File: config.mk
export PLATFORM = sky130hd
export DESIGN_NAME = dpf_dpath
export DESIGN_NICKNAME = d
export VERILOG_FILES = /design/src/sv/dpf_pkg.sv /design/src/sv/dpf_ram.sv /design/src/sv/dpf_dpath.sv
export SDC_FILE = /design/constraint.sdc
export NUM_CORES = 2
export LEC_CHECK = 0
export ABC_AREA = 0
export BUFFER_PORTS_ARGS = -buffer_cell sky130_fd_sc_hd__buf_2
export CORE_MARGIN = 1
export CORE_UTILIZATION = 56
export CTS_CLUSTER_DIAMETER = 200
export CTS_CLUSTER_SIZE = 25
export DETAILED_ROUTE_END_ITERATION = 8
export PLACE_DENSITY = 0.75
export SETUP_SLACK_MARGIN = 0.4
export SLEW_MARGIN = 10
export SYNTH_ARGS = -nofsm -noshare
export SYNTH_HDL_FRONTEND = slang
export SYNTH_SLANG_ARGS = --single-unit
export TNS_END_PERCENT = 50
File: constraint.sdc
create_clock -name clk -period 19.7 [get_ports clk]
set_clock_uncertainty 0.15 [all_clocks]
set_input_delay 2.955 -clock clk [delete_from_list [all_inputs] [get_ports clk]]
set_output_delay 2.955 -clock clk [all_outputs]
set_load 0.02 [all_outputs]
File: src/sv/dpf_pkg.sv
// shared types and constants for the duplicate packet filter
package dpf_pkg;

  localparam int DEFAULT_CACHE_DEPTH = 16;
  localparam int LEN_W   = 16;
  localparam int COUNT_W = 32;
  localparam int BYTES_W = 48;
  localparam int ID_W    = 224;

  typedef enum logic [2:0] {
    VERDICT_ERROR     = 3'd0,
    VERDICT_SHORT     = 3'd1,
    VERDICT_UNWANTED  = 3'd2,
    VERDICT_DUPLICATE = 3'd3,
    VERDICT_NEW       = 3'd4
  } verdict_t;

  typedef struct packed {
    logic        receive_error;
    logic [15:0] packet_length;
    logic        wanted;
    logic [63:0] guid_high;
    logic [63:0] guid_low;
    logic [31:0] source_host;
    logic [15:0] source_port;
    logic [31:0] group_id;
    logic [15:0] fragment_id;
  } dpf_in_t;

  typedef struct packed {
    logic [2:0]  verdict;
    logic [31:0] packets_in;
    logic [31:0] duplicates;
    logic [47:0] bytes_in;
  } dpf_out_t;

  // controller to datapath
  typedef struct packed {
    logic load;
    logic scan;
    logic finish;
  } dpf_cmd_t;

  // datapath to controller
  typedef struct packed {
    logic reject;
    logic scan_last;
  } dpf_sts_t;

endpackage

File: src/sv/dpf_ram.sv
// generic single write port ram with registered read
module dpf_ram #(
  parameter int WIDTH = 8,
  parameter int DEPTH = 16
) (
  input  logic                                      clk,
  input  logic                                      we,
  input  logic [((DEPTH > 1) ? $clog2(DEPTH) : 1)-1:0] waddr,
  input  logic [WIDTH-1:0]                          wdata,
  input  logic                                      re,
  input  logic [((DEPTH > 1) ? $clog2(DEPTH) : 1)-1:0] raddr,
  output logic [WIDTH-1:0]                          rdata
);

  logic [WIDTH-1:0] mem [DEPTH];

  always_ff @(posedge clk) begin
    if (we) begin
      mem[waddr] <= wdata;
    end
    if (re) begin
      rdata <= mem[raddr];
    end
  end

endmodule

File: src/sv/dpf_dpath.sv
// datapath: item register, identity cache, compare, counters, result register
module dpf_dpath import dpf_pkg::*; #(
  parameter int CACHE_DEPTH = DEFAULT_CACHE_DEPTH
) (
  input  logic             clk,
  input  logic             rst,
  input  logic             cfg_we,
  input  logic [LEN_W-1:0] cfg_data,
  input  dpf_in_t          in_data,
  input  dpf_cmd_t         cmd,
  output dpf_sts_t         sts,
  output dpf_out_t         out_data
);

  localparam int AW = (CACHE_DEPTH > 1) ? $clog2(CACHE_DEPTH) : 1;
  localparam logic [AW-1:0] LAST_IDX = AW'(CACHE_DEPTH - 1);

  logic [LEN_W-1:0]       min_length;
  logic [ID_W-1:0]        ident;
  logic [LEN_W-1:0]       length;
  logic                   reject;
  verdict_t               reject_code;
  verdict_t               reject_code_next;
  logic                   hit;
  logic [AW-1:0]          scan_idx;
  logic                   rd_pending;
  logic                   rd_entry_valid;
  logic [CACHE_DEPTH-1:0] entry_valid;
  logic [AW-1:0]          head;
  logic [COUNT_W-1:0]     packets;
  logic [COUNT_W-1:0]     dups;
  logic [BYTES_W-1:0]     bytes;
  logic [ID_W-1:0]        rdata;
  logic [ID_W-1:0]        entry;
  logic                   store_new;
  logic                   short_pkt;

  assign short_pkt = in_data.packet_length < min_length;

  // precedence: receive error, then length, then acceptance
  always_comb begin
    reject_code_next = VERDICT_UNWANTED;
    if (in_data.receive_error) begin
      reject_code_next = VERDICT_ERROR;
    end else if (short_pkt) begin
      reject_code_next = VERDICT_SHORT;
    end
  end

  assign sts.reject    = in_data.receive_error || short_pkt || !in_data.wanted;
  assign sts.scan_last = (scan_idx == LAST_IDX);

  // an entry never written reads as all ones, as its valid bit is still clear
  assign entry     = rd_entry_valid ? rdata : {ID_W{1'b1}};
  assign store_new = cmd.finish && !reject && !hit;

  dpf_ram #(
    .WIDTH (ID_W),
    .DEPTH (CACHE_DEPTH)
  ) u_cache (
    .clk   (clk),
    .we    (store_new),
    .waddr (head),
    .wdata (ident),
    .re    (cmd.scan),
    .raddr (scan_idx),
    .rdata (rdata)
  );

  always_ff @(posedge clk) begin
    if (rst) begin
      min_length  <= '0;
      entry_valid <= '0;
      head        <= '0;
      packets     <= '0;
      dups        <= '0;
      bytes       <= '0;
      rd_pending  <= 1'b0;
      hit         <= 1'b0;
      scan_idx    <= '0;
    end else begin
      if (cfg_we) begin
        min_length <= cfg_data;
      end
      rd_pending <= cmd.scan;
      if (cmd.load) begin
        scan_idx <= '0;
        hit      <= 1'b0;
      end else begin
        if (cmd.scan) begin
          scan_idx <= (scan_idx == LAST_IDX) ? '0 : scan_idx + 1'b1;
        end
        if (rd_pending && (entry == ident)) begin
          hit <= 1'b1;
        end
      end
      if (cmd.finish && !reject) begin
        packets <= packets + 1'b1;
        bytes   <= bytes + BYTES_W'(length);
        if (hit) begin
          dups <= dups + 1'b1;
        end
      end
      if (store_new) begin
        entry_valid[head] <= 1'b1;
        head              <= (head == LAST_IDX) ? '0 : head + 1'b1;
      end
    end
  end

  // payload registers
  always_ff @(posedge clk) begin
    if (cmd.scan) begin
      rd_entry_valid <= entry_valid[scan_idx];
    end
    if (cmd.load) begin
      ident       <= {in_data.guid_high, in_data.guid_low, in_data.source_host,
                      in_data.source_port, in_data.group_id, in_data.fragment_id};
      length      <= in_data.packet_length;
      reject      <= sts.reject;
      reject_code <= reject_code_next;
    end
    if (cmd.finish) begin
      if (reject) begin
        out_data.verdict    <= reject_code;
        out_data.packets_in <= packets;
        out_data.duplicates <= dups;
        out_data.bytes_in   <= bytes;
      end else begin
        out_data.verdict    <= hit ? VERDICT_DUPLICATE : VERDICT_NEW;
        out_data.packets_in <= packets + 1'b1;
        out_data.duplicates <= hit ? dups + 1'b1 : dups;
        out_data.bytes_in   <= bytes + BYTES_W'(length);
      end
    end
  end

  // counters and head move only when a result is released
  a_head_still: assert property (@(posedge clk) disable iff (rst)
    !cmd.finish |=> $stable(head) && $stable(packets) && $stable(dups))
    else $error("cache state changed outside result release");

  // a rejected packet leaves the counters alone
  a_reject_quiet: assert property (@(posedge clk) disable iff (rst)
    (cmd.finish && reject) |=> $stable(packets) && $stable(bytes))
    else $error("rejected packet changed a counter");

endmodule

**After elaboration in Yosys (flattened, before gate mapping)**

Memories as Yosys holds them, arrays and structs flattened. A register that Yosys moved wholly into a read port is not among the register bits.
Index checks and enable logic that the tools add are counted.
W data, S select, Z words.

- Reductions and logical operators: 10
- Equal/unequal tests: 3
- $add $sub $neg: 5
- Bitwise operators: 1
- Multiplexer cells: 13
- Order comparisons: 4

Operator list:

| cell | count |
|---|---|
| $eq A224 B224 Y1 | 1 |
| $mux W224 | 1 |
| $mux W115 | 1 |
| $add A32 B1 Y32 const B | 2 |
| $add A48 B16 Y48 | 1 |
| $mux W32 | 1 |
| $lt A16 B16 Y1 | 1 |
| $or A16 B16 Y16 | 1 |
| $lt A4 B5 Y1 const B | 2 |
| $add A4 B1 Y4 const B | 2 |
| $eq A4 B4 Y1 const B | 2 |
| $mux W4 | 2 |
| $bmux W1 S4 | 1 |
| $demux W1 S4 | 1 |
| $ge A4 B1 Y1 const B | 1 |
| $logic_and A1 B1 Y1 | 4 |
| $mux W1 | 4 |
| $logic_not A1 Y1 | 3 |
| $mux W3 | 1 |
| $logic_or A1 B1 Y1 | 2 |
| $mux W2 | 1 |
| $reduce_or A2 Y1 | 1 |

- Register bits after elaboration: 514
- Output and inout bits: 117
- Logic and storage cells: 55
- Memories: 1
- Input bits: 264
- Bits in writable memories: 3584

Memories:

| name | depth | bits a word | read ports | clocked after memory_dff | wr ports | RTL line | source |
|---|---|---|---|---|---|---|---|
| u_cache.mem | 16 | 224 | 1 | 1 | 1 | dpf_ram.sv:15 | `logic [WIDTH-1:0] mem [DEPTH];` |

**Logic depth before layout (Yosys ltp)**

- Word-level depth: 5
- Depth in mapped cells: 12
- Mapped depth without buffers: 11

**Modules after synthesis**

Synthesis repeated with hierarchy kept, for this count alone.

- Cell total of the unflattened synthesis: 8190
- Area total of the unflattened synthesis: 166437.1 um^2

Modules (own cells, without submodules):

| module | cells an instance | area each (um^2) | sequential area each (um^2) | instances |
|---|---|---|---|---|
| dpf_ram | 5853 | 141296.8 | 114349.7 | 1 |
| dpf_dpath | 2337 | 25140.4 | 13863.3 | 1 |

**Least setup slack after synthesis**

Ideal clock, no wire load.

- Path type: input -> register
- Start: in cmd[0] in the netlist's numbering
- End: mem u_cache.mem[3][0] in the netlist's numbering (enable)
- Arrival: 18.604 ns
- Required time: 18.465 ns
- Setup time: 1.085 ns
- Stages on the path: 4
- Buffers on the path: 1
- Slack: -0.138 ns
- Cell sequence: and2_1 clkbuf_1 nand2_1 nor3_1

- Cells in the longest elaborated chain, start to end: 4

RTL lines:

| item | RTL line | source |
|---|---|---|
| from (decl) | dpf_dpath.sv:10 | `input dpf_cmd_t cmd,` |
| $logic_and A1 B1 Y1 (2 in series) | dpf_dpath.sv:55 | `assign store_new = cmd.finish && !reject && !hit;` |
| $mux W1 | dpf_ram.sv:18 | `if (we) begin` |
| $mux W1 (implied by the code) | dpf_ram.sv:19 | `mem[waddr] <= wdata;` |
| to (decl) | dpf_ram.sv:15 |  |

No other way between the ends.

==> out/metrics.cfg <==
[outcome]
status = complete, no violations

[logic_synthesis]
ys_ff_latch = 4321
synth_top_cell_by_area = edfxtp_1
synth.area.top_cells = edfxtp_1 76%, mux4_2 15%, dfxtp_1 1.9%
ys_warn_count = 0
yosys-top-cells-count = 4167 x edfxtp_1, 1125 x mux4_2, 236 x nor2_1
synth_edf_count = 4167
yosysMostFrequentCell = edfxtp_1
syn_area_per_cell_sq_um = 22.1
async_reset_ff_frac = 0
syn_area_sq_um = 165000
ys_seq_area_frac = 0.778
synth_top_area_frac = 0.759
synth.distinct_cells = 72
synth_nets = 7758
syn_inst = 7455
yosys_most_used_dff = edfxtp_1

[timing]
tightestPinTransition_ns = 1.21
fin_tns_setup_ns = 0
finalHoldViolations = 0
relSlewSlack = 0.192
fin_crit_sh = 0.415
rsz0062_at_grt = no
finalMaxSlewViolations = 0
setup_viol = 0
fmax_mhz = 122
period_needed_ns = 8.18

[clock_tree]
cts_max_level = 4
numCtsBuffers = 194
hold_buffers = 0
cts.sinks = 4321
cts_max_path_buffers = 4
cts-root-buf = clkbuf_16
cts_resized = 0
path_clk_slew_ns = 0.10
cts_setup_buffers = 0
insertion_delay_ns = 0.96
cts_tree = built

[die]
num_io_pins = 381
die-height_microns = 545
die_area_sq_um = 297000
core_sq_um = 292000
std_cell_rows = 198
start_util = 0.565
die_w_microns = 545

[grt]
grt_max_degree = 161
grt_pass1_wl_microns = 588000
track_usage = 0.283
grt-ovfl-total = 0
antenna_found_initial = 16
grt_pass1_vias = 79368

[setup_path]
path_cells = buf_2, ha_1, a21o_1, a21o_1, a211oi_1, o21bai_1, a21o_1, a221o_1, nor2b_1, nand2_1, buf_2
crit_arrival_ns = 5.07
crit_family = compound AO/OA/AOI/OAI gates
crit_start = in_data[234]
rr_startpoint = scan_idx[0]
crit_required_ns = 16.60
cp_common_cell = a21o_1
critical_path_class = input port to primary output
cp_slowest_cell = a221o_1
cp_slowest_stage_delay_ns = 0.38
end_kind = primary output
path_buf_inv = 2
cp_max_fo = 2
worst_setup_path_start_kind = input port

[detailed_routing]
drt_pass1_iterations = 6
via_per_inst = 6.81
drc = 0
num_vias = 80811
wl_per_cell_microns = 35.3
drt_iter0_drc = 12252
wl_microns = 419000
ant_nets = 0

[flow_run]
drv_cap = 0

[place]
place.gp.congestion = 0.952
dp.final_hpwl_microns = 244000
port_buffers = 380

[cells_and_area]
utilization = 0.608
fillers = 19665
nNetsFinal = 8198
final_layout_size_suffix_gt1_frac = 0.249
synthToLayoutAreaGrowth_pct = 7.71

[worst_hold_path]
min_from = entry_valid[7]
min-delay-path-class = flip-flop to flip-flop

[power_and_ir_drop]
power_density_nw_per_um2 = 88.2
vdd_drop_max_mv = 0.0814
cellLeakagePower_nw = 54.0

[cell usage in the layout, fill, tap and decap left out, drive strengths merged, types with 67 or more instances in the layout]
| master | instances |
|---|---|
| dfxtp | 154 |
| a21oi | 91 |
| edfxtp | 4167 |
| nand3 | 68 |
| nand4 | 67 |
| buf | 575 |
| nand2 | 194 |
| xnor2 | 84 |
| mux4 | 1125 |
| inv | 169 |
| xor2 | 110 |
| o21ai | 104 |
| nor2 | 237 |
| clkbuf | 249 |
[metal layers]
| layer | vias up | global-route usage | wire [microns] |
|---|---|---|---|
| met5 | - | 0 | 333 |
| met4 | 4 | 0.103 | 17500 |
| li1 | 31786 | - | - |
| met3 | 774 | 0.0482 | 44000 |
| met2 | 5326 | 0.455 | 201000 |
| met1 | 42921 | 0.395 | 156000 |
[path summary, 6_finish.rpt]
| path | slack (ns) | cells past startpoint | endpoint |
|---|---|---|---|
| worst max-delay path | 11.52 | 11 | sts[1] |
| worst min-delay path | 0.33 | 2 | entry_valid[7] |
| worst max register to register | 12.49 | 8 | u_cache.rdata[122] |
| worst min register to register | 0.33 | 2 | entry_valid[7] |
[power by group]
part           internal, mW  switching (mW)  total, mW
Clock                  1.85            2.69       4.54
Combinational         0.260           0.388      0.648
Sequential             10.2           0.245       10.5
[worst min-delay path, cell delays in order (launching register included)]
cell     delay, ns
dfxtp_1       0.34
nor2_1        0.05
nor2_1        0.07
[logic make-up (layout without fill, tap and decap cells)]
group,Yosys count,after routing,share of synthesized area
simple gates,825,825,0.0244
fa+ha+maj,39,39,0.00301
xor+xnor,194,194,0.0103
mux,1148,1148,0.155
flops,4321,4321,0.778
buf+inv,491,995,0.0115
compound gates,437,437,0.0178
other cells,0,13,0
[area by class of cell]
class | count | area (sq um) | share of cell area
clock inverter | 11 | 169 | 0.000951
sequential | 4321 | 128000 | 0.722
timing repair buffer | 575 | 3630 | 0.0204
tap | 3900 | 4880 | 0.0275
antenna | 13 | 32.5 | 0.000183
multi-input combinational | 2643 | 34900 | 0.196
inverter | 160 | 603 | 0.00340
clock buffer | 249 | 5110 | 0.0288
[per-stage QoR]
step	instances	cell area, sq um	setup slack [ns]	power [mW]	hold slack [ns]
final	11872	178000	11.52	15.7	0.329
after global routing	11861	178000	11.42	16.0	0.364
after CTS	11859	177000	11.51	15.7	0.333
after floorplan	7455	165000	-0.0998	10.9	0.285
after detailed placement	11599	172000	11.53	11.3	0.308
after global placement	11599	172000	11.38	11.3	0.293
[registers in the layout, summed over array words and instances, names as in the netlist]
register	cells
u_cache.mem	3584
ident	224
u_cache.rdata	224
out_data	115
bytes	48
dups	32
packets	32
entry_valid	16
length	16
min_length	16
head	4
scan_idx	4
reject_code	2
hit	1
rd_entry_valid	1
rd_pending	1
reject	1
(Power assumes the default switching activity.)
