`config.mk`:
```
export PLATFORM = sky130hd
export DESIGN_NAME = dpf_ctrl
export DESIGN_NICKNAME = d
export VERILOG_FILES = /design/src/sv/dpf_pkg.sv /design/src/sv/dpf_ctrl.sv
export SDC_FILE = /design/constraint.sdc
export NUM_CORES = 1
export LEC_CHECK = 0
export BUFFER_PORTS_ARGS = -buffer_cell sky130_fd_sc_hd__clkbuf_2
export CELL_PAD_IN_SITES_DETAIL_PLACEMENT = 1
export CELL_PAD_IN_SITES_GLOBAL_PLACEMENT = 2
export CORE_AREA = 2 2 39 41
export DETAILED_ROUTE_END_ITERATION = 8
export DIE_AREA = 0 0 41 43
export PLACE_DENSITY = 0.57
export SYNTH_ARGS = -nofsm -noshare
export SYNTH_HDL_FRONTEND = slang
export SYNTH_SLANG_ARGS = --single-unit
```
`constraint.sdc`:
```
create_clock -name clk -period 3.99 [get_ports clk]
set_input_delay 0.5985 -clock clk [delete_from_list [all_inputs] [get_ports clk]]
set_output_delay 0.5985 -clock clk [all_outputs]
set_load 0.01 [all_outputs]
```
`src/sv/dpf_pkg.sv`:
```
// shared types and constants for the duplicate packet filter
package dpf_pkg;

  localparam int DEFAULT_CACHE_DEPTH = 16;
  localparam int LEN_W   = 16;
  localparam int COUNT_W = 32;
  localparam int BYTES_W = 48;
  localparam int ID_W    = 224;

  typedef enum logic [2:0] {
    VERDICT_ERROR     = 3'd0,
    VERDICT_SHORT     = 3'd1,
    VERDICT_UNWANTED  = 3'd2,
    VERDICT_DUPLICATE = 3'd3,
    VERDICT_NEW       = 3'd4
  } verdict_t;

  typedef struct packed {
    logic        receive_error;
    logic [15:0] packet_length;
    logic        wanted;
    logic [63:0] guid_high;
    logic [63:0] guid_low;
    logic [31:0] source_host;
    logic [15:0] source_port;
    logic [31:0] group_id;
    logic [15:0] fragment_id;
  } dpf_in_t;

  typedef struct packed {
    logic [2:0]  verdict;
    logic [31:0] packets_in;
    logic [31:0] duplicates;
    logic [47:0] bytes_in;
  } dpf_out_t;

  // controller to datapath
  typedef struct packed {
    logic load;
    logic scan;
    logic finish;
  } dpf_cmd_t;

  // datapath to controller
  typedef struct packed {
    logic reject;
    logic scan_last;
  } dpf_sts_t;

endpackage

```
`src/sv/dpf_ctrl.sv`:
```
// controller state machine: accept, cache scan, result hand-off
module dpf_ctrl import dpf_pkg::*; (
  input  logic     clk,
  input  logic     rst,
  input  logic     in_valid,
  output logic     in_ready,
  output logic     out_valid,
  input  logic     out_ready,
  input  dpf_sts_t sts,
  output dpf_cmd_t cmd
);

  typedef enum logic [1:0] {
    IDLE,
    SCAN,
    DRAIN,
    DONE
  } state_t;

  state_t state;

  assign in_ready   = (state == IDLE);
  assign cmd.load   = (state == IDLE) && in_valid;
  assign cmd.scan   = (state == SCAN);
  assign cmd.finish = (state == DONE) && (!out_valid || out_ready);

  always_ff @(posedge clk) begin
    if (rst) begin
      state     <= IDLE;
      out_valid <= 1'b0;
    end else begin
      if (cmd.finish) begin
        out_valid <= 1'b1;
      end else if (out_ready) begin
        out_valid <= 1'b0;
      end
      unique case (state)
        IDLE: begin
          if (in_valid) begin
            state <= sts.reject ? DONE : SCAN;
          end
        end
        SCAN: begin
          if (sts.scan_last) begin
            state <= DRAIN;
          end
        end
        DRAIN: begin
          state <= DONE;
        end
        DONE: begin
          if (cmd.finish) begin
            state <= IDLE;
          end
        end
        default: begin
          state <= IDLE;
        end
      endcase
    end
  end

  // a waiting result is never overwritten
  a_no_overwrite: assert property (@(posedge clk) disable iff (rst)
    cmd.finish |-> (!out_valid || out_ready))
    else $error("result loaded over a waiting result");

  // one transaction at a time
  a_one_item: assert property (@(posedge clk) disable iff (rst)
    cmd.load |=> !in_ready)
    else $error("input taken while an item is in flight");

endmodule

```
Word level (Yosys, flattened, before mapping):

Cells that the tools add are included.

* equality and inequality tests: 6
* mux-type cells: 7
* reduce and logical (&&, ||, !) cells: 7

Operators by type and width (count)
* two-way mux 2 bit: 4
* one-hot mux 2 bit (4 select lines): 1
* != test 2 bit (second input constant): 3
* equality test 2 bit (second input constant): 2
* AND reduction 3 bit: 1
* equality test 2 x 1 -> 1 bit (second input constant): 1
* logical AND 1 bit: 2
* zero test 2 bit: 1
* two-way mux 1 bit: 2
* nonzero test 2 bit: 1
* zero test 1 bit: 1
* logical OR 1 bit: 1

* flip-flop bits (word level): 3
* input bits: 6

Logic depth before layout (Yosys ltp):

Gate-level depths: netlist of the first run.

* depth in word-level cells: 5
* mapped depth: 5
* depth with buffers taken out: 5

Least setup slack after synthesis of the first run:

OpenSTA, ideal clock, no wires.

* kind: flip-flop to flip-flop
* from: register state[0]
* to: register state[1]
* clock period less this slack: 1534 ps
* arrival: 1411 ps
* cell stages (with the launch flop): 5
* required time: 3867 ps
* path buffers: 0
* setup slack: 2456 ps
* setup time: 123 ps
* path through: dfxtp_1 inv_1 ha_1 a222oi_1 mux2_1

RTL lines
* from (decl): RTL line dpf_ctrl.sv:20 `state_t state;`
* from (signal assigned): RTL line dpf_ctrl.sv:40 `state <= sts.reject ? DONE : SCAN;`
* zero test 2 bit *
* named net in_ready: RTL line dpf_ctrl.sv:6 `output logic in_ready,`
* != test 2 bit (no source line)
* AND reduction 3 bit (no source line)

Mark *: on every way through the listed nets, which the timed path passes. The rest lies on a longest branch.
A chain may end at the register's enable or synchronous reset.

==> impl_metrics.csv, run 1 <==
group,metric,value,unit
grt,first_global_vias,223,
synthesis,postSynthAreaPerCell,9.33,um2
clock_tree,cts-hold-fix-buffers,0,
final_layout,layout_common_cells,"clkbuf_2, inv_1, nor2_1, ha_1",
detailed_routing,drtPass1Iterations,4,
grt,overflow,0,
timing,clock_skew,0.747,ps
detailed_routing,postRouteAntennaNets,0,
pwr,power_density,632,nW/um2
floorplan,coreArea,1380,um2
timing,tightest_slew,470,ps
clock_tree,clkLatencyLatePin,230,ps
grt,grt_pass1_wl,814,um
pwr,power.total,0.000203,W
final_layout,layout.nets,49,
synthesis,synth_top_area_share,26.8,%
timing,min_period,1820,ps
synthesis,synth-seq-area-share,26.8,%
critical_path,reg2reg_slack,2370,ps
critical_path,arrival,1220,ps
synthesis,synth_cell_types,12,
critical_path,path_class,"flip-flop to output port",
critical_path,worstPathCellList,"inv_1, ha_1, and2_1, clkbuf_2",
detailed_routing,vias,206,
critical_path,cp-end-kind,"output port",
synthesis,synth_cells,24,
min_path,worstHoldPathType,"flip-flop to flip-flop",
floorplan,boundaryPins,11,
synthesis,ys_top_cells_by_area,"dfxtp_1, ha_1, mux2i_1",
pwr,peakVddDrop,0.135,mV
final_layout,finalInstanceArea,320,um2
timing,slew_headroom,68.7,%
detailed_routing,wl,478,um
critical_path,required,3390,ps
floorplan,die_w,41,um
floorplan,start_util,16.2,%
clock_tree,post_cts_buffers,0,
grt,grt_use_total,7.22,%
critical_path,critPathMaxFanout,5,
critical_path,slowest_stage,"dfxtp_1",
final_layout,layout_commonest_cell,"clkbuf_2",
run,max_cap_violations,0,
floorplan,die_y,43,um
placed_design,detailed_place_hpwl,423,um
synthesis,synth_area_leader_cell,"dfxtp_1",
clock_tree,cts_root_buf,"clkbuf_4",
grt,antenna_found_initial,0,
detailed_routing,drtIter0Drc,3,
timing,final-setup-viol-count,0,
grt,grt_max_degree,6,
detailed_routing,drc_errors,0,
clock_tree,cts_resized,0,
clock_tree,cts_tree,"built",
timing,clock.fmax,549,MHz
final_layout,drive_gt1_share,39.5,%
outcome,status,"complete, no violations",
final_layout,final_util,23.1,%
clock_tree,htreeDepth,1,
floorplan,rows,14,
pwr,total_leakage_power,0.174,nW
timing,fin_crit_sh,45.7,%
timing,finalHoldViolations,0,
placed_design,dpl-instance-area,294,um2
critical_path,cpPeakStageDelay,370,ps
placed_design,routabilityCongestion,0.757,
synthesis,ys_warn_count,0,
placed_design,io_buffer_count,10,
timing,rsz0062_at_grt,"false",
clock_tree,cts-buffers-inserted,3,
clock_tree,clock_sink_count,3,
final_layout,area_delta_synth_final,43.0,%
floorplan,dieArea,1760,um2
clock_tree,cts_buffer_depth,2,
synthesis,synth_nets,34,
critical_path,cp-start-kind,"flip-flop",
timing,drv_slew,0,
detailed_routing,via_per_inst,3.81,
synthesis,netlist_area,224,um2
synthesis,synth-seq-cells,3,
clock_tree,clk_pin_slew,40,ps
detailed_routing,drt-wirelength-per-cell,8.85,um
final_layout,n_antenna_cell,0,
timing,tns,0,ps
## worst max-delay path: cells and delay by family (launching register included)
kind,cells,cell delay [ps]
buffers and inverters,2,200
adder cells (fa/ha/maj),1,260
flip-flops,1,370
AND/OR/NAND/NOR,1,160
## Yosys cell counts
cell type	n
a222oi_1	1
and2_1	1
and2b_2	1
dfxtp_1	3
ha_1	4
inv_1	4
mux2_1	1
mux2i_1	2
nand2b_1	1
nor2_1	4
nor2b_4	1
o21bai_1	1
## power by group
group	switching [W]	total (W)	internal (W)
Sequential	0.00000948	0.0000501	0.0000406
Combinational	0.0000530	0.000101	0.0000480
Clock	0.0000141	0.0000514	0.0000374
Total	0.0000765	0.000203	0.000126
## sequential cells by signal, summed over array words and instances, names as in the netlist
| register | flops |
|---|---|
| state | 2 |
| out_valid | 1 |
## final cells by class
class	count	area [um2]
inverter	4	15.0
multi-input combinational	17	149
sequential	3	60.1
clock buffer	4	26.3
fill	179	1060
tap	16	20.0
timing repair buffer	10	50.0
## stage by stage
| stage | instances | setup slack [ps] | hold slack [ps] |
|---|---|---|---|
| after floorplan | 24 | 2460 | 482 |
| after global placement | 50 | 2250 | 521 |
| after detailed placement | 50 | 2240 | 528 |
| after CTS | 54 | 2140 | 544 |
| after global routing | 54 | 2060 | 584 |
| final | 54 | 2170 | 543 |
## final timing paths
| kind | startpoint | end | depth (start not counted) |
|---|---|---|---|
| setup / recovery | state[0]$_SDFFE_PP0P_ | cmd[2] | 4 |
| hold / removal | state[0]$_SDFFE_PP0P_ | state[0]$_SDFFE_PP0P_ | 2 |
| setup reg to reg | state[0]$_SDFFE_PP0P_ | state[1]$_SDFFE_PP0P_ | 4 |
| hold reg to reg | state[0]$_SDFFE_PP0P_ | state[0]$_SDFFE_PP0P_ | 2 |
## kinds of logic after synthesis
logic type | Yosys count | share of synthesized area [%]
buffers and inverters | 4 | 6.70
AND/OR/NAND/NOR | 8 | 22.3
adder cells (fa/ha/maj) | 4 | 22.3
AO/OA/AOI/OAI | 2 | 7.82
flip-flops | 3 | 26.8
multiplexers | 3 | 14.0
## layer usage
layer / wire length [um] / track usage, % / part of all wire [%] / up-vias
met5: 0 / 0 / 0 / -
met4: 0 / 2.00 / 0 / 0
met1: 194 / 6.09 / 41 / 91
met2: 234 / 11.9 / 49 / 7
li1: - / - / - / 108
met3: 49 / 6.28 / 10 / 0
Power figures use the tool's default switching activity.
==> run 2, diff against run 1 <==
Settings changed: ABC_AREA from default to 1, CORE_AREA 2 2 39 41 to default, CORE_MARGIN from default to 1.5, CORE_UTILIZATION from default to 19, DIE_AREA 0 0 41 43 to default, PLACE_DENSITY 0.57 to 0.67.
Clock period 3.99 ns to 1.5 ns, I/O delays scaled along.
==> run 2 against run 1 <==
  * Global-route usage increased by 2.2 points
  * Critical endpoint is now cmd[0]
  * Core utilization grew 7.6 points
  * Critical path depth stayed put
  * Clock-buffer cell count is the same
  * Final cell count increased by 17%
  * Non-clock buffer count stayed put
  * Via count rose by 20%
  * Largest cell class unchanged
  * Clock skew grew 1.4 ps
  * Worst setup slack worse by 2000 ps
  * Worst hold slack lost 370 ps
  * Combinational power rose to 3.4 times the previous value
  * Critical path type unchanged
==> impl_metrics.csv, run 2 <==
group,metric,value,unit
outcome,status,"complete, no violations",
grt,grt_max_degree,7,
detailed_routing,drtIter0Drc,1,
timing,tns,0,ps
final_layout,top_regs,"state: 2 flops, out_valid: 1 flops",
pwr,power.total,0.000620,W
synthesis,ys_top_cells_by_area,"dfxtp_1, ha_1, inv_1",
timing,fin_crit_sh,91.2,%
final_layout,layout_common_cells,"clkbuf_2, inv_1, nand2_1",
min_path,hp-start,"rst",
timing,min_period,1370,ps
synthesis,synth-main-ff-cell,"dfxtp_1",
final_layout,drive_gt1_share,40.8,%
clock_tree,post_cts_buffers,0,
timing,tightest_slew,191,ps
timing,clock.fmax,731,MHz
placed_design,detailed_place_hpwl,471,um
synthesis,synth-seq-area-share,23.6,%
synthesis,netlist_area,254,um2
detailed_routing,drc_errors,0,
synthesis,synthArstFlopShare,0,%
critical_path,reg2reg_from,"state[1]$_SDFFE_PP0P_",
detailed_routing,drt-wirelength-per-cell,8.89,um
clock_tree,clk_pin_slew,40,ps
final_layout,n_antenna_cell,0,
clock_tree,cts-hold-fix-buffers,0,
detailed_routing,vias,248,
critical_path,critical_path_depth,4,
critical_path,slowest_stage,"dfxtp_1",
final_layout,top_register,"state",
grt,top_usage_layer,"met2",
final_layout,layout.nets,60,
critical_path,critPathLaunch,"state[1]$_SDFFE_PP0P_",
final_layout,largest_register_ffs,2,
critical_path,worstPathCellList,"ha_1, inv_1, a21oi_1, clkbuf_2",
run,max_cap_violations,0,
final_layout,area_delta_synth_final,41.9,%
pwr,power_density,1720,nW/um2
synthesis,synth_edf_count,0,
placed_design,io_buffer_count,10,
grt,first_global_vias,255,
critical_path,path_class,"flip-flop to output port",
min_path,holdPathEnd,"out_valid$_SDFFE_PP0P_",
detailed_routing,wl,560,um
synthesis,synth_top_area_share,23.6,%
min_path,hold_depth,2,
critical_path,critical_path_buf_inv_count,2,
critical_path,cp-start-kind,"flip-flop",
timing,slew_headroom,87.3,%
clock_tree,clkLatencyLatePin,230,ps
synthesis,postSynthAreaPerCell,7.26,um2
floorplan,dieArea,1560,um2
floorplan,boundaryPins,11,
grt,met2_usage,15.6,%
synthesis,synth_most_common_cell,"inv_1",
floorplan,die_w,39.6,um
grt,use_met3,5.11,%
timing,clock_skew,2.14,ps
clock_tree,htreeDepth,1,
floorplan,start_util,21.7,%
clock_tree,cts_buffer_depth,2,
timing,final-setup-viol-count,0,
critical_path,worst_r2r_endpoint,"state[0]$_SDFFE_PP0P_",
critical_path,reg2reg_slack,360,ps
clock_tree,cts-buffers-inserted,3,
grt,gr-usage-met1,9.09,%
min_path,worstHoldPathType,"input port to flip-flop",
critical_path,arrival,1140,ps
timing,rsz0062_at_grt,"false",
synthesis,synthTopCellsByCount,"inv_1, nand2_1, ha_1, dfxtp_1, nor2_1",
placed_design,routabilityCongestion,0.765,
clock_tree,clock_sink_count,3,
grt,overflow,0,
floorplan,die_y,39.6,um
detailed_routing,via_per_inst,3.94,
synthesis,synth-seq-cells,3,
clock_tree,cts_tree,"built",
floorplan,rows,12,
synthesis,ys_warn_count,0,
critical_path,rr_worst_depth,6,
synthesis,synth_area_leader_cell,"dfxtp_1",
grt,grt_use_total,9.38,%
clock_tree,cts_resized,0,
final_layout,layout_commonest_cell,"clkbuf_2",
critical_path,cp-end-kind,"output port",
pwr,peakVddDrop,0.576,mV
critical_path,cpPeakStageDelay,350,ps
grt,antenna_found_initial,0,
detailed_routing,drtPass1Iterations,2,
synthesis,synth_cells,35,
timing,finalHoldViolations,0,
synthesis,synth_nets,45,
critical_path,critPathMaxFanout,3,
timing,drv_slew,0,
critical_path,required,1270,ps
critical_path,cp_top_family,"flip-flops",
detailed_routing,postRouteAntennaNets,0,
floorplan,coreArea,1170,um2
clock_tree,cts_root_buf,"clkbuf_4",
pwr,total_leakage_power,0.201,nW
grt,grt_pass1_wl,931,um
synthesis,synth_cell_types,13,
[run 2: cell families (layout without fill, tap and decap cells)]
group | Yosys count | in the layout | share of synthesized area (%)
and+or+nand+nor | 16 | 16 | 37.4
buffers and inverters | 9 | 23 | 13.3
adders and majority gates | 4 | 4 | 19.7
AOI/OAI and AO/OA | 3 | 3 | 5.91
DFF | 3 | 3 | 23.6
[run 2: layout make-up]
cell class	instances	area, um2
fillers	163	811
multi-input cells	23	173
flip-flops and latches	3	60.1
repair buffers	10	50.0
inverters	9	33.8
clock buffers	4	26.3
well taps	14	17.5
[run 2: metal layers]
layer  wire length [um]  part of all wire, %
met4                  0                    0
met5                  0                    0
met2                273                   49
met1                249                   44
met3                 37                  6.6
[run 2: stage by stage]
stage / utilization (%) / hold slack [ps] / setup slack (ps) / std cells / area, um2
CTS: 29.7 / 163 / 79.9 / 63 / 348
global route: 30.8 / 177 / 29.5 / 63 / 360
finish: 30.8 / 171 / 131 / 63 / 360
global placement: 27.5 / 398 / 345 / 59 / 322
detailed placement: 27.5 / 409 / 318 / 59 / 322
floorplan: - / 294 / 377 / 35 / 254
[run 2: worst max-delay path by stage]
stage	to	slack, ps
finish	cmd[0]	130
global placement	state[0]$_SDFFE_PP0P_	350
detailed placement	state[0]$_SDFFE_PP0P_	320
CTS	cmd[2]	80
global route	cmd[0]	30
floorplan	state[0]$_SDFFE_PP0P_	380
[run 2: power by group]
group | switching [W] | internal [W]
sequential | 0.0000235 | 0.000107
clock | 0.0000418 | 0.0000997
combinational | 0.000190 | 0.000157
total | 0.000256 | 0.000364
==> run 3, diff against run 2 <==
Settings changed: BUFFER_PORTS_ARGS -buffer_cell sky130_fd_sc_hd__clkbuf_2 to default, CORE_AREA from default to 3 3 40 42, CORE_MARGIN 1.5 to default, CORE_UTILIZATION 19 to default, DIE_AREA from default to 0 0 43 45, DONT_BUFFER_PORTS from default to 1, PLACE_DENSITY 0.67 to 0.58.
==> run 3 against run 2 <==
  * Highest routed layer is now met4
  * Core utilization shrank 7.3 points
  * Clock skew grew 3.4 ps
  * Critical path depth shrank 1
  * Largest cell class unchanged
==> impl_metrics.csv, run 3 (same netlist as run 2, synthesis figures left out) <==
group,metric,value,unit
outcome,status,"complete, no violations",
floorplan,die_w,43,um
grt,grt_pass1_wl,841,um
critical_path,reg2reg_slack,320,ps
detailed_routing,via_per_inst,3.83,
clock_tree,cts-hold-fix-buffers,0,
grt,grt_max_degree,7,
detailed_routing,drtIter0Drc,0,
timing,clock.fmax,730,MHz
placed_design,dpl-instance-area,273,um2
floorplan,coreArea,1280,um2
min_path,hp-start,"rst",
min_path,hold_depth,1,
clock_tree,clkLatencyLatePin,240,ps
critical_path,required,1270,ps
detailed_routing,drc_errors,0,
clock_tree,cts_tree,"built",
critical_path,arrival,1150,ps
grt,first_global_vias,202,
clock_tree,cts_root_buf,"clkbuf_4",
final_layout,area_delta_synth_final,18.7,%
timing,min_period,1370,ps
floorplan,rows,13,
timing,whs,48.5,ps
grt,overflow,0,
min_path,holdPathEnd,"out_valid$_SDFFE_PP0P_",
final_layout,finalInstanceArea,302,um2
pwr,power_density,1860,nW/um2
timing,finalHoldViolations,0,
pwr,p_switching,0.000244,W
critical_path,critical_path_buf_inv_count,1,
floorplan,start_util,19.8,%
pwr,power.total,0.000561,W
critical_path,rr_worst_depth,6,
clock_tree,htreeDepth,1,
detailed_routing,vias,207,
critical_path,cp-start-kind,"flip-flop",
clock_tree,post_cts_buffers,0,
pwr,intPower,0.000318,W
critical_path,critPathMaxFanout,3,
clock_tree,cts_buffer_depth,2,
clock_tree,clk_pin_slew,40,ps
critical_path,cp-end-kind,"output port",
grt,antenna_found_initial,0,
placed_design,io_buffer_count,0,
clock_tree,cts_resized,0,
detailed_routing,drt-wirelength-per-cell,10.1,um
clock_tree,cts-buffers-inserted,3,
final_layout,top_regs,"state: 2 flops, out_valid: 1 flops",
min_path,worstHoldPathType,"input port to flip-flop",
timing,worst_slack,130,ps
critical_path,worst_r2r_endpoint,"state[1]$_SDFFE_PP0P_",
timing,fin_crit_sh,91.4,%
critical_path,worstPathCellList,"ha_1, inv_1, a21oi_1",
critical_path,reg2reg_from,"state[0]$_SDFFE_PP0P_",
placed_design,detailed_place_hpwl,457,um
timing,tightest_slew,278,ps
pwr,seq_power_share,24.0,%
detailed_routing,drtPass1Iterations,1,
floorplan,boundaryPins,11,
critical_path,cpPeakStageDelay,360,ps
timing,drv_slew,0,
final_layout,layout_commonest_cell,"inv_1",
detailed_routing,wl,546,um
critical_path,slowest_stage,"dfxtp_1",
timing,clock_skew,5.51,ps
clock_tree,clock_sink_count,3,
final_layout,layout_common_cells,"inv_1, nand2_1",
pwr,combPwrFrac,49.5,%
detailed_routing,postRouteAntennaNets,0,
grt,grt_use_total,6.31,%
pwr,power_frac_clock,26.4,%
timing,final-setup-viol-count,0,
final_layout,largest_register_ffs,2,
pwr,peakVddDrop,0.422,mV
run,max_cap_violations,0,
timing,rsz0062_at_grt,"false",
critical_path,cp_top_family,"flip-flops",
timing,slew_headroom,81.5,%
pwr,total_leakage_power,0.156,nW
pwr,netSwitchingFraction,43.4,%
critical_path,path_class,"flip-flop to output port",
floorplan,die_y,45,um
floorplan,dieArea,1940,um2
placed_design,routabilityCongestion,0.631,
final_layout,layout.nets,50,
placed_design,dp_slack,239,ps
final_layout,top_register,"state",
timing,tns,0,ps
final_layout,drive_gt1_share,25.6,%
final_layout,n_antenna_cell,0,
-- run 3: changes by cell type in the layout (fill, tap and decap cells not counted), sizes merged --
cell / before / now
clkbuf: 14 / 4
-- run 3: power by group through the flow --
stage                     combinational (W)  clock, W  sequential (W)
final                              0.000278  0.000148        0.000135
after global routing               0.000329  0.000157        0.000139
after CTS                          0.000276  0.000155        0.000136
after detailed placement           0.000275         0        0.000137
after global placement             0.000277         0        0.000134
after floorplan                    0.000233         0        0.000130
-- run 3: cell type report --
class	instances	area, um2
multi-input cells	23	163
inverters	9	33.8
fillers	162	983
well taps	15	18.8
flip-flops and latches	3	60.1
clock buffers	4	26.3
-- run 3: layer usage --
| metal | vias to the layer above | GRT usage (%) | share of wire (%) |
|---|---|---|---|
| li1 | 111 | - | - |
| met2 | 8 | 9.88 | 51 |
| met1 | 86 | 6.46 | 39 |
| met4 | 0 | 7.23 | 4.9 |
| met3 | 2 | 1.59 | 4.9 |
| met5 | - | 0 | 0 |
-- run 3: worst reg2reg max path, stage by stage, from the launching register on --
cell and delay (ps):
dfxtp_1 360, inv_1 90, ha_2 310, inv_1 30, o21ai_0 160, nor2_1 70, nor2_1 90
-- run 3: how the worst max path moves through the flow --
stage,startpoint,to,depth (start not counted)
after floorplan,state[0]$_SDFFE_PP0P_,state[0]$_SDFFE_PP0P_,6
after global routing,state[0]$_SDFFE_PP0P_,cmd[2],4
final,state[0]$_SDFFE_PP0P_,cmd[0],3
after CTS,state[0]$_SDFFE_PP0P_,cmd[2],4
after detailed placement,state[0]$_SDFFE_PP0P_,state[1]$_SDFFE_PP0P_,6
after global placement,state[1]$_SDFFE_PP0P_,state[1]$_SDFFE_PP0P_,6
-- run 3: per-stage QoR --
stage | std cells | utilization, %
finish | 54 | 23.5
detailed placement | 50 | 21.2
global route | 54 | 23.5
floorplan | 35 | -
global placement | 50 | 21.2
CTS | 54 | 23.3
